File: src/rtl/rn_pkg.sv
package rn_pkg;

   localparam int WIDTH      = 32;
   localparam int CNT_W      = $clog2(WIDTH);
   localparam int IN_DATA_W  = ((2 * WIDTH + 7) / 8) * 8;
   localparam int OUT_DATA_W = ((2 * WIDTH - 1 + 7) / 8) * 8;

   localparam logic [WIDTH-1:0] MAG_MAX = {1'b0, {(WIDTH-1){1'b1}}};

   typedef enum logic [1:0] {
      ST_IDLE,
      ST_GCD,
      ST_DIV,
      ST_WRITE
   } rn_state_type;

   typedef struct packed {
      logic load;
      logic gcd_step;
      logic div_init;
      logic div_step;
      logic out_load;
   } rn_cmd_type;

   typedef struct packed {
      logic nzero;
      logic gcd_done;
   } rn_sts_type;

endpackage

File: src/rtl/rn_dp.sv
module rn_dp
   import rn_pkg::*;
(
   input  logic                   clock,
   input  logic [WIDTH-1:0]       num_in,
   input  logic [WIDTH-1:0]       den_in,
   input  rn_cmd_type             cmd,
   output rn_sts_type             sts,
   output logic [WIDTH-1:0]       num_out,
   output logic [WIDTH-2:0]       den_out
);

   logic [WIDTH-1:0] nmag_ff, nmag_in;
   logic [WIDTH-1:0] dmag_ff, dmag_in;
   logic             neg_ff, neg_in;
   logic [WIDTH-1:0] a_ff, a_in;
   logic [WIDTH-1:0] b_ff, b_in;
   logic [CNT_W-1:0] k_ff, k_in;
   logic [WIDTH-1:0] g_ff, g_in;
   logic [WIDTH-1:0] qn_ff, qn_in;
   logic [WIDTH-1:0] qd_ff, qd_in;
   logic [WIDTH-1:0] rn_ff, rn_in;
   logic [WIDTH-1:0] rd_ff, rd_in;
   logic [WIDTH-1:0] num_out_ff, num_out_in;
   logic [WIDTH-2:0] den_out_ff, den_out_in;

   logic [WIDTH:0]   tn, td;
   logic [WIDTH:0]   tn_sub, td_sub;
   logic [WIDTH-1:0] qn_sat, qd_sat;

   assign sts.nzero    = (nmag_ff == '0);
   assign sts.gcd_done = (a_ff == b_ff) || (b_ff == '0);

   always_comb begin
      nmag_in = nmag_ff;
      dmag_in = dmag_ff;
      neg_in  = neg_ff;
      a_in    = a_ff;
      b_in    = b_ff;
      k_in    = k_ff;
      if (cmd.load) begin
         nmag_in = num_in[WIDTH-1] ? (~num_in + 1'b1) : num_in;
         dmag_in = den_in[WIDTH-1] ? (~den_in + 1'b1) : den_in;
         neg_in  = num_in[WIDTH-1] ^ den_in[WIDTH-1];
         a_in    = nmag_in;
         b_in    = dmag_in;
         k_in    = '0;
      end else if (cmd.gcd_step) begin
         priority if (!a_ff[0] && !b_ff[0]) begin
            a_in = a_ff >> 1;
            b_in = b_ff >> 1;
            k_in = k_ff + 1'b1;
         end else if (!a_ff[0]) begin
            a_in = a_ff >> 1;
         end else if (!b_ff[0]) begin
            b_in = b_ff >> 1;
         end else if (a_ff > b_ff) begin
            a_in = (a_ff - b_ff) >> 1;
         end else begin
            b_in = (b_ff - a_ff) >> 1;
         end
      end
   end

   assign tn     = {rn_ff, qn_ff[WIDTH-1]};
   assign td     = {rd_ff, qd_ff[WIDTH-1]};
   assign tn_sub = tn - {1'b0, g_ff};
   assign td_sub = td - {1'b0, g_ff};

   always_comb begin
      g_in  = g_ff;
      qn_in = qn_ff;
      qd_in = qd_ff;
      rn_in = rn_ff;
      rd_in = rd_ff;
      if (cmd.div_init) begin
         g_in  = a_ff << k_ff;
         qn_in = nmag_ff;
         qd_in = dmag_ff;
         rn_in = '0;
         rd_in = '0;
      end else if (cmd.div_step) begin
         if (!tn_sub[WIDTH]) begin
            rn_in = tn_sub[WIDTH-1:0];
            qn_in = {qn_ff[WIDTH-2:0], 1'b1};
         end else begin
            rn_in = tn[WIDTH-1:0];
            qn_in = {qn_ff[WIDTH-2:0], 1'b0};
         end
         if (!td_sub[WIDTH]) begin
            rd_in = td_sub[WIDTH-1:0];
            qd_in = {qd_ff[WIDTH-2:0], 1'b1};
         end else begin
            rd_in = td[WIDTH-1:0];
            qd_in = {qd_ff[WIDTH-2:0], 1'b0};
         end
      end
   end

   assign qn_sat = qn_ff[WIDTH-1] ? MAG_MAX : qn_ff;
   assign qd_sat = qd_ff[WIDTH-1] ? MAG_MAX : qd_ff;

   always_comb begin
      num_out_in = num_out_ff;
      den_out_in = den_out_ff;
      if (cmd.out_load) begin
         if (sts.nzero) begin
            num_out_in = '0;
            den_out_in = {{(WIDTH-2){1'b0}}, 1'b1};
         end else begin
            num_out_in = neg_ff ? (~qn_sat + 1'b1) : qn_sat;
            den_out_in = qd_sat[WIDTH-2:0];
         end
      end
   end

   always_ff @(posedge clock) begin
      nmag_ff    <= nmag_in;
      dmag_ff    <= dmag_in;
      neg_ff     <= neg_in;
      a_ff       <= a_in;
      b_ff       <= b_in;
      k_ff       <= k_in;
      g_ff       <= g_in;
      qn_ff      <= qn_in;
      qd_ff      <= qd_in;
      rn_ff      <= rn_in;
      rd_ff      <= rd_in;
      num_out_ff <= num_out_in;
      den_out_ff <= den_out_in;
   end

   assign num_out = num_out_ff;
   assign den_out = den_out_ff;

endmodule

File: src/rtl/rn_ctrl.sv
module rn_ctrl
   import rn_pkg::*;
(
   input  logic       clock,
   input  logic       reset,
   input  logic       req_tvalid,
   output logic       req_tready,
   output logic       rsp_tvalid,
   input  logic       rsp_tready,
   input  rn_sts_type sts,
   output rn_cmd_type cmd
);

   rn_state_type     state_ff, state_in;
   logic [CNT_W-1:0] cnt_ff, cnt_in;
   logic             valid_ff, valid_in;

   always_ff @(posedge clock) begin
      if (reset) begin
         state_ff <= ST_IDLE;
         cnt_ff   <= '0;
         valid_ff <= 1'b0;
      end else begin
         state_ff <= state_in;
         cnt_ff   <= cnt_in;
         valid_ff <= valid_in;
      end
   end

   always_comb begin
      state_in   = state_ff;
      cnt_in     = cnt_ff;
      cmd        = '0;
      req_tready = 1'b0;
      unique case (state_ff)
         ST_IDLE: begin
            req_tready = 1'b1;
            if (req_tvalid) begin
               cmd.load = 1'b1;
               state_in = ST_GCD;
            end
         end
         ST_GCD: begin
            priority if (sts.nzero) begin
               state_in = ST_WRITE;
            end else if (sts.gcd_done) begin
               cmd.div_init = 1'b1;
               cnt_in       = '0;
               state_in     = ST_DIV;
            end else begin
               cmd.gcd_step = 1'b1;
            end
         end
         ST_DIV: begin
            cmd.div_step = 1'b1;
            if (cnt_ff == CNT_W'(WIDTH - 1)) begin
               cnt_in   = '0;
               state_in = ST_WRITE;
            end else begin
               cnt_in = cnt_ff + 1'b1;
            end
         end
         ST_WRITE: begin
            if (!valid_ff || rsp_tready) begin
               cmd.out_load = 1'b1;
               state_in     = ST_IDLE;
            end
         end
         default: begin
            state_in = ST_IDLE;
         end
      endcase
   end

   always_comb begin
      if (cmd.out_load) begin
         valid_in = 1'b1;
      end else if (rsp_tready) begin
         valid_in = 1'b0;
      end else begin
         valid_in = valid_ff;
      end
   end

   assign rsp_tvalid = valid_ff;

endmodule

File: src/rtl/rational_normalize.sv
// channel | ports | tdata fields, low bit up
// req     | req_tvalid, req_tready, req_tdata  | num_in[31:0], den_in[63:32]
// rsp     | rsp_tvalid, rsp_tready, rsp_tdata  | num_out[31:0], den_out[62:32], zero[63]
// One item at a time: accept, a binary gcd loop, forming the divisor, restoring
// division of both magnitudes at once, then loading the result register.
// A zero numerator skips the gcd and division; the gcd loop length varies.
// Reset is synchronous; the result register holds while rsp_tready is low and
// the next item is taken while a finished result waits.
module rational_normalize
   import rn_pkg::*;
(
   input  logic                  clock,
   input  logic                  reset,
   input  logic                  req_tvalid,
   output logic                  req_tready,
   input  logic [IN_DATA_W-1:0]  req_tdata,   // num_in, den_in
   output logic                  rsp_tvalid,
   input  logic                  rsp_tready,
   output logic [OUT_DATA_W-1:0] rsp_tdata    // num_out, den_out, zero fill
);

   rn_cmd_type       cmd;
   rn_sts_type       sts;
   logic [WIDTH-1:0] num_out;
   logic [WIDTH-2:0] den_out;

   rn_ctrl u_ctrl (
      .clock      (clock),
      .reset      (reset),
      .req_tvalid (req_tvalid),
      .req_tready (req_tready),
      .rsp_tvalid (rsp_tvalid),
      .rsp_tready (rsp_tready),
      .sts        (sts),
      .cmd        (cmd)
   );

   rn_dp u_dp (
      .clock   (clock),
      .num_in  (req_tdata[WIDTH-1:0]),
      .den_in  (req_tdata[2*WIDTH-1:WIDTH]),
      .cmd     (cmd),
      .sts     (sts),
      .num_out (num_out),
      .den_out (den_out)
   );

   assign rsp_tdata = OUT_DATA_W'({den_out, num_out});

endmodule

File: config.mk
export PLATFORM = sky130hd
export DESIGN_NAME = rational_normalize
export DESIGN_NICKNAME = d
export VERILOG_FILES = /design/src/rtl/rn_pkg.sv /design/src/rtl/rn_dp.sv /design/src/rtl/rn_ctrl.sv /design/src/rtl/rational_normalize.sv
export SDC_FILE = /design/constraint.sdc
export NUM_CORES = 1
export LEC_CHECK = 0
export ABC_AREA = 1
export BUFFER_PORTS_ARGS = -buffer_cell sky130_fd_sc_hd__buf_2
export CELL_PAD_IN_SITES_DETAIL_PLACEMENT = 1
export CELL_PAD_IN_SITES_GLOBAL_PLACEMENT = 1
export CORE_ASPECT_RATIO = 1.25
export CORE_MARGIN = 3
export CORE_UTILIZATION = 43
export CTS_CLUSTER_DIAMETER = 200
export DETAILED_ROUTE_END_ITERATION = 10
export PLACE_DENSITY = 0.77
export SLEW_MARGIN = 20
export SYNTH_ARGS = -nofsm -noshare
export SYNTH_HDL_FRONTEND = slang
export SYNTH_SLANG_ARGS = --single-unit
File: constraint.sdc
create_clock -name clock -period 4.9 [get_ports clock]
set_input_delay 0.245 -clock clock [delete_from_list [all_inputs] [get_ports clock]]
set_output_delay 0.245 -clock clock [all_outputs]
set_load 0.01 [all_outputs]
; Yosys cells after proc, flatten, opt, wreduce, memory -nomap -nowiden
; Cells that the tools add are included.
[totals]
reg_bits = 365
inputBits = 68
output_inout_bits = 66
[op_classes]
n_addsub = 9
order_cmp = 1
eq_ne = 14
shift = 1
n_mux = 47
n_bitwise = 4
n_reduce_logical = 21
[ops]
columns = cell, n
row1 = $mux W32, 21
row2 = $add A32 B1 Y32 const B, 3
row3 = $not A32 Y32, 3
row4 = $sub A33 B32 Y33, 2
row5 = $logic_not A32 Y1, 2
row6 = $sub A32 B32 Y32, 2
row7 = $mux W31, 2
row8 = $eq A32 B32 Y1, 1
row9 = $gt A32 B32 Y1, 1
row10 = $shl A32 B5 Y32, 1
row11 = $mux W5, 3
row12 = $mux W2, 7
row13 = $mux W1, 12
row14 = $ne A4 B4 Y1 const B, 3
row15 = $add A5 B1 Y5 const B, 2
row16 = $pmux W5 S2, 1
row17 = $reduce_and A3 Y1, 3
row18 = $pmux W2 S4, 1
row19 = $reduce_bool A2 Y1, 4
row20 = $ne A2 B2 Y1 const B, 3
row21 = $eq A5 B5 Y1 const B, 1
row22 = $eq A2 B2 Y1 const B, 2
row23 = $ne A2 B1 Y1 const B, 2
row24 = $reduce_and A2 Y1, 2
row25 = 10 further kinds, 13

; Logic depth before layout (Yosys ltp)
; Gate-level depths: netlist of run 1.
[depth]
word_depth = 7
ltp_mapped = 20
mapped_depth_nobuf = 17

; Hierarchy
; A second synthesis of run 1 with hierarchy kept.
[hier_totals]
cells_unflattened = 4266
area_unflattened_um2 = 28607.4
[by_module_without_submodules]
columns = module, instances, cells_each, area_per_inst_um2, seq_area_each_um2
row1 = rn_dp, 1, 4187, 28050.7, 10029.6
row2 = rn_ctrl, 1, 77, 545.5, 160.2
row3 = rational_normalize, 1, 2, 11.3, 0.0

; Least setup slack after synthesis of run 1
; OpenSTA, ideal clock, no wires.
[synth_path]
kind = flip-flop to flip-flop
start = register u_ctrl.state_ff[0]
end = register u_dp.den_out_ff[0], in the netlist u_dp.den_out[0], enable pin
setup_ns = 0.505
arrival_time_ns = 3.665
path_slack_ns = 0.731
stages_incl_launch_ff = 4
n_path_buf = 0
period_less_slack_ns = 4.169
path_cell_list = dfxtp_1 ha_1 inv_1 a21oi_1
[synth_rtl]
columns = element, line
row1 = from (decl), rn_ctrl.sv:14  ; rn_state_type state_ff, state_in;
row2 = from (signal assigned), rn_ctrl.sv:24  ; state_ff <= state_in;
row3 = to (signal assigned), rn_dp.sv:130  ; den_out_ff <= den_out_in;
row4 = to (decl), rn_dp.sv:25  ; logic [WIDTH-2:0] den_out_ff, den_out_in;

; Final worst setup path of run 1
[layout_path]
start = register u_dp.a_ff[0]
end = register u_dp.a_ff[17], enable pin
[layout_via]
elab_chain_len = 7
[layout_lines]
columns = element, line
row1 = from (decl), rn_dp.sv:16  ; logic [WIDTH-1:0] a_ff, a_in;
row2 = from (signal assigned), rn_dp.sv:121  ; a_ff <= a_in;
row3 = branches (longest 6 deep; another with $gt A32 B32 Y1), n/a
row4 = $reduce_and A3 Y1 (no line) *, n/a
; Mark *: on every way between the ends.
; A chain may end at the register's enable or synchronous reset.

==> impl_metrics.yaml, run 1 <==
clocking:
  tritoncts: "built"
  clock_latency_ns: 0.62
  clkTransAtPathRegs_ns: 0.06
  numCtsBuffers: 45
  ctsResizeCount: 0
  cts-root-buf: "clkbuf_16"
  ctsHtreeMaxLevel: 2
  hold_buffers: 9
  clk_path_buf_depth: 3
  clock_sinks: 365
  post_cts_buffers: 0
min_path:
  min_delay_worst_endpoint: "u_dp.dmag_ff[8]"
  hold_class: "in2reg"
  hold_path_depth: 2
  min-delay-start: "req_tdata[40]"
route:
  wl_met2_um: 59200
  ant_nets: 0
  highest_layer: "met5"
  viasPerCell: 5.41
  wl_met3_um: 4440
  num_vias: 29259
  first_pass_iters: 7
  drt-met1-wl_um: 44700
  post_drt_wl_per_cell_um: 21.4
  post-route-drc-count: 0
  drt-total-wl_um: 116000
  first_iter_violations: 1813
power:
  p_seq_frac: 0.254
  powerDensity_nw_per_um2: 613
  clock_power_share: 0.177
  switchingPower_mw: 10.1
  vdd_drop_max_mv: 0.397
  p_sw_frac: 0.510
  comb_power_share: 0.569
  internal-power_mw: 9.69
  leakage_nw: 16.0
timing:
  max-slew-margin-rel: 0.335
  setup_violations: 0
  clock.fmax_mhz: 264
  clock_skew_ns: 0.0436
  tns_ns: 0
  final-hold-violation-count: 0
  min_period_over_period: 0.774
  worstMarginPinSlew_ns: 0.996
  rsz0062_at_grt: "no"
  slew_viol_final: 0
  layout_min_cycle_time_ns: 3.79
worst_setup_path:
  crit_fanout: 16
  critPathKind: "reg2reg"
  rrSetupSlack_ns: 1.11
  start_kind: "flop"
  worstPathArrival_ns: 4.05
  crit_path_end_kind: "flop"
  rr_startpoint: "u_dp.a_ff[0]"
  reg2regPathDepth: 17
  reg2reg_to: "u_dp.a_ff[17]"
  cp.required_ns: 5.16
grt:
  grt_usage: 0.321
  grt_pass1_vias: 30139
  grt_pass1_wl_um: 176000
  overflow: 0
  grt_max_degree: 76
  antenna_found_initial: 5
logic_synthesis:
  ys_warn_count: 0
  synth_cell_types: 56
  synth-edff-count: 288
  synth_top_area_cell: "edfxtp_1"
  syn_nets: 4637
  synth_seq_cells: 365
  postSynthAreaPerCell_um2: 6.63
  yosys-top-cells-count: "nand2_1 (1,427), inv_1 (740), nor2_1 (415), nand3_1 (338), edfxtp_1 (288)"
  yosysTopAreaCellShare: 0.295
  ys_seq_area_frac: 0.347
  synthCells: 4427
  synthTopCellsByArea: "edfxtp_1 (29%), nand2_1 (18%), inv_1 (9.5%)"
  synth-async-reset-ratio: 0
  synth_flop_cell: "edfxtp_1"
  synth.cell_area_um2: 29300
  synth_most_common_cell: "nand2_1"
final_layout:
  drive_above_1_share: 0.0657
  nets: 4716
  final_area_um2: 32200
  fin_util: 0.479
  fillers: 8969
  syn2layout_area_growth_pct: 9.86
die:
  die_w_um: 240
  initial_utilization: 0.436
  ioPinCount: 134
  rows: 106
  coreArea_um2: 67200
  dieArea_um2: 71400
  die_h_um: 298
placed_design:
  post-dp-hpwl_um: 91800
  placed_area_um2: 30600
  place.gp.congestion: 0.969
  portBuffers: 132
outcome:
  outcome: "finished clean"
run:
  max_cap_violations: 0
==> sequential cells by signal, indices dropped and copies added (netlist names) <==
register,count
u_ctrl.cnt_ff,5
u_ctrl.rsp_tvalid,1
u_ctrl.state_ff,2
u_dp.a_ff,32
u_dp.b_ff,32
u_dp.den_out,31
u_dp.dmag_ff,32
u_dp.g_ff,32
u_dp.k_ff,5
u_dp.neg_ff,1
u_dp.nmag_ff,32
u_dp.num_out,32
u_dp.qd_ff,32
u_dp.qn_ff,32
u_dp.rd_ff,32
u_dp.rn_ff,32
==> through the flow <==
stage	hold WS [ns]	cells	setup WS (ns)	power, mW
final	0.0491	5405	1.11	19.8
after global routing	0.0284	5404	0.799	21.2
after CTS	0.0219	5401	1.10	19.7
after detailed placement	0.460	5314	1.12	16.1
after global placement	0.450	5314	1.18	15.9
after floorplan	0.344	4427	0.731	12.4
==> power by group through the flow <==
stage          sequential [mW]  combinational (mW)  clock, mW
6_report                  5.02                11.2       3.51
5_1_grt                   5.09                12.4       3.68
4_1_cts                   5.00                11.1       3.55
3_5_place_dp              5.07                11.0          0
3_3_place_gp              5.02                10.9          0
2_1_floorplan             4.90                7.47          0
==> how the worst max path moves through the flow <==
stage / cells past startpoint / end / from
floorplan: 3 / u_dp.den_out[0] / u_ctrl.state_ff[0]
global placement: 17 / u_dp.a_ff[22] / u_dp.a_ff[0]
detailed placement: 17 / u_dp.a_ff[21] / u_dp.a_ff[0]
CTS: 17 / u_dp.a_ff[17] / u_dp.a_ff[0]
global route: 17 / u_dp.a_ff[17] / u_dp.a_ff[0]
finish: 17 / u_dp.a_ff[17] / u_dp.a_ff[0]
==> worst max-delay path, stage by stage, from the launching register on <==
cell,delay [ns]
edfxtp_1,0.37
inv_1,0.12
ha_1,0.24
fa_1,0.41
inv_1,0.12
nand3_1,0.07
nand2_1,0.15
nand2_1,0.06
nand2_1,0.11
nand2_1,0.07
nand2_2,0.09
nand2_1,0.07
nand2_2,0.10
nand2_1,0.10
inv_1,0.08
nor3_1,0.05
nor2_2,0.80
buf_4,0.43
==> per-layer routing <==
layer / vias up / GRT usage
li1: 14204 / -
met1: 14098 / 0.358
met2: 694 / 0.592
met3: 261 / 0.0328
met4: 2 / 0.182
met5: - / 0
==> final cells by class <==
class | instances | area, um^2 | area share
clock inverter | 27 | 353 | 0.0109
inverter | 755 | 2840 | 0.0882
antenna | 4 | 10.0 | 0.000310
clock buffer | 51 | 1150 | 0.0356
timing repair buffer | 173 | 991 | 0.0307
sequential | 365 | 10200 | 0.316
multi-input combinational | 3166 | 15600 | 0.485
tap | 864 | 1080 | 0.0335
==> kinds of logic after synthesis <==
group / share of synthesized area
AO/OA/AOI/OAI: 0.0950
XOR/XNOR: 0.0355
adder cells (fa/ha/maj): 0.0616
buffers and inverters: 0.121
flip-flops: 0.347
multiplexers: 0.00307
other: 0.000128
AND/OR/NAND/NOR: 0.336
==> layout by cell type, fill, tap and decap left out, types with 20 or more instances in the layout <==
cell type / n
a21oi_1: 260
buf_2: 132
buf_4: 32
clkbuf_16: 45
dfxtp_1: 75
edfxtp_1: 288
ha_1: 138
inv_1: 740
nand2_1: 1425
nand2_2: 20
nand3_1: 338
nand3b_1: 20
nand4_1: 68
nor2_1: 414
nor3_1: 43
o21ai_0: 195
xnor2_1: 39
xor2_1: 80
No activity file was read; power rests on OpenSTA's default activity.
==> inputs of run 2 (changes only) <==
- ABC_AREA: 1 -> 0
- PLACE_DENSITY: 0.77 -> 0.73
- clock period: 4.9 -> 3.62 ns (I/O delays scaled with it)
==> run 2 against run 1 <==
Against the previous run:
- maximum frequency grew 7.6%
- non-clock buffer count grew 227
- sequential power grew 52%
- critical path depth shrank 3
- global-route usage shrank 3.9 points
- clock-buffer cell count shrank 6
- largest cell class unchanged
- setup slack lost 1.0 ns
==> impl_metrics.yaml, run 2 <==
route:
  drt-total-wl_um: 88800
  first_pass_iters: 8
  num_vias: 22845
  viasPerCell: 5.86
  post-route-drc-count: 0
  post_drt_wl_per_cell_um: 22.8
  first_iter_violations: 1331
  ant_nets: 0
clocking:
  numCtsBuffers: 43
  clock_latency_ns: 0.60
  clock_sinks: 365
  ctsHtreeMaxLevel: 2
  tritoncts: "built"
  cts-root-buf: "clkbuf_16"
  clkTransAtPathRegs_ns: 0.06
  clk_path_buf_depth: 3
logic_synthesis:
  synthMuxAreaShare: 0.0351
  synth_top_family_by_area: "simple AND/OR/NAND/NOR gates"
  synth.cell_area_um2: 24800
  syn_nets: 3041
  synthCells: 2831
  ys_seq_area_frac: 0.410
  synth_xor_xnor_area_share: 0.0680
  synthTopCellsByArea: "edfxtp_1 (35%), ha_1 (7.0%), nand2_1 (6.4%)"
  synth-edff-count: 288
  postSynthAreaPerCell_um2: 8.78
  synth_compound_area_frac: 0.183
  synth_fa_ha_area_frac: 0.0727
  yosys-top-cells-count: "nand2_1 (423), nor2_1 (383), edfxtp_1 (288), a21oi_1 (209), o21ai_0 (168)"
  synth_top_area_cell: "edfxtp_1"
  synth-async-reset-ratio: 0
  synth_cell_types: 69
  ys_warn_count: 0
  synth_seq_cells: 365
  yosysTopAreaCellShare: 0.348
  synth_most_common_cell: "nand2_1"
  synthSimpleGateAreaFrac: 0.186
  synth_flop_cell: "edfxtp_1"
placed_design:
  dp.cells: 3777
  placed_area_um2: 27900
  portBuffers: 132
  post-dp-hpwl_um: 68700
  place.gp.congestion: 0.958
min_path:
  min-delay-start: "req_tdata[12]"
  hold_class: "in2reg"
  hold_path_depth: 2
grt:
  grt_pass1_wl_um: 136000
  antenna_found_initial: 3
  grt_usage: 0.282
  grt_pass1_vias: 23876
  grt_max_degree: 73
  overflow: 0
power:
  p_seq_frac: 0.233
  comb_power_share: 0.624
  powerDensity_nw_per_um2: 1090
  p_sw_frac: 0.461
  clock_power_share: 0.143
  switchingPower_mw: 15.0
  vdd_drop_max_mv: 0.567
  internal-power_mw: 17.6
  leakage_nw: 12.4
die:
  coreArea_um2: 56600
  rows: 97
  initial_utilization: 0.439
  ioPinCount: 134
  die_h_um: 275
  dieArea_um2: 60700
  die_w_um: 221
run:
  max_cap_violations: 0
worst_setup_path:
  cp.required_ns: 3.93
  rr_startpoint: "u_dp.b_ff[14]"
  critPathKind: "reg2reg"
  reg2regPathDepth: 14
  crit_fanout: 8
  worstPathArrival_ns: 3.83
  crit_path_start: "u_dp.b_ff[14]"
  crit_path_end_kind: "flop"
  start_kind: "flop"
timing:
  max-slew-margin-rel: 0.294
  clock_skew_ns: 0.0284
  tns_ns: 0
  rsz0062_at_grt: "yes"
  slew_viol_final: 0
  worstMarginPinSlew_ns: 1.06
  min_period_over_period: 0.974
  final-hold-violation-count: 0
  clock.fmax_mhz: 284
  hold_slack_ns: 0.0134
  layout_min_cycle_time_ns: 3.53
  setup_violations: 0
final_layout:
  final_area_um2: 30100
  layout.cells.non_filler: 3901
  final_common_cell: "nand2_1"
  nets: 3332
  syn2layout_area_growth_pct: 21.1
  fillers: 6603
  final-seq-area_um2: 10200
  final_cell_mix: "nand2_1 (420), nor2_1 (380), edfxtp_1 (288)"
  multi_input_area_um2: 13900
  drive_above_1_share: 0.175
outcome:
  outcome: "finished clean"
run 2: changes by cell type after synthesis, moves of 47 or more:
| cell | delta |
|---|---|
| xnor2_1 | +110 |
| clkbuf_1 | +71 |
| nand3_1 | -304 |
| nand2_1 | -1004 |
| inv_1 | -602 |
| nand4_1 | -47 |
| a21oi_1 | -52 |
| a21o_1 | +75 |
run 2: final cells by class:
| type | instances | share of cell area |
|---|---|---|
| Antenna cell | 2 | 0.000166 |
| Clock buffer | 45 | 0.0360 |
| Clock inverter | 35 | 0.0144 |
| Inverter | 139 | 0.0176 |
| Multi-Input combinational cell | 2173 | 0.462 |
| Sequential cell | 365 | 0.339 |
| Tap cell | 742 | 0.0309 |
| Timing Repair Buffer | 400 | 0.0999 |
run 2: power by group through the flow:
stage / clock, mW / combinational, mW / sequential, mW
floorplan: 0 / 12.0 / 7.27
global placement: 0 / 18.8 / 7.58
detailed placement: 0 / 19.4 / 7.63
CTS: 4.74 / 19.6 / 7.58
global route: 4.93 / 22.0 / 7.73
finish: 4.68 / 20.4 / 7.61
run 2: final timing paths:
check	endpoint	slack, ns
worst max-delay path	u_dp.b_ff[30]	0.09
worst min-delay path	u_dp.nmag_ff[12]	0.01
worst max register to register	u_dp.b_ff[30]	0.09
worst min register to register	u_dp.rn_ff[25]	0.50
run 2: stage by stage:
stage	total power, mW	util	setup slack [ns]
floorplan	19.3	-	-0.0327
global placement	26.4	0.493	-0.0515
detailed placement	27.0	0.493	-0.210
CTS	32.0	0.526	0.00533
global route	34.7	0.532	-0.0357
finish	32.7	0.532	0.0947
run 2: critical path, stage by stage, from the launching register on:
cell      delay [ns]
edfxtp_1        0.49
inv_1           0.08
ha_1            0.35
buf_4           0.19
a21oi_1         0.21
o21ai_0         0.15
a21oi_1         0.16
o21ai_0         0.12
a221oi_2        0.34
buf_4           0.16
o21ai_0         0.11
a221o_1         0.37
a21oi_2         0.18
xor2_1          0.20
o21ai_0         0.14
run 2: cells by family after synthesis:
kind of cell | count (synthesis)
buf+inv | 294
other cells | 1
simple gates | 1058
compound gates | 715
flops | 365
xor+xnor | 193
mux | 63
fa+ha+maj | 142
run 2: routing by layer:
layer	vias to the layer above	GRT usage	part of all wire
met5	-	0	0
met4	0	0.157	0.064
met3	244	0.0329	0.036
met2	565	0.520	0.51
met1	11341	0.318	0.39
li1	10695	-	-
run 2: timing repair:
action | 4_1_cts | 5_1_grt
hold buffers | 30 | 0
pin swaps | 2 | 13
endpoints found under the setup margin | 116 | 180
hold endpoints to repair | 37 | 0
buffers inserted | 1 | 9
cloned | 0 | 2
gates resized for setup | 7 | 64
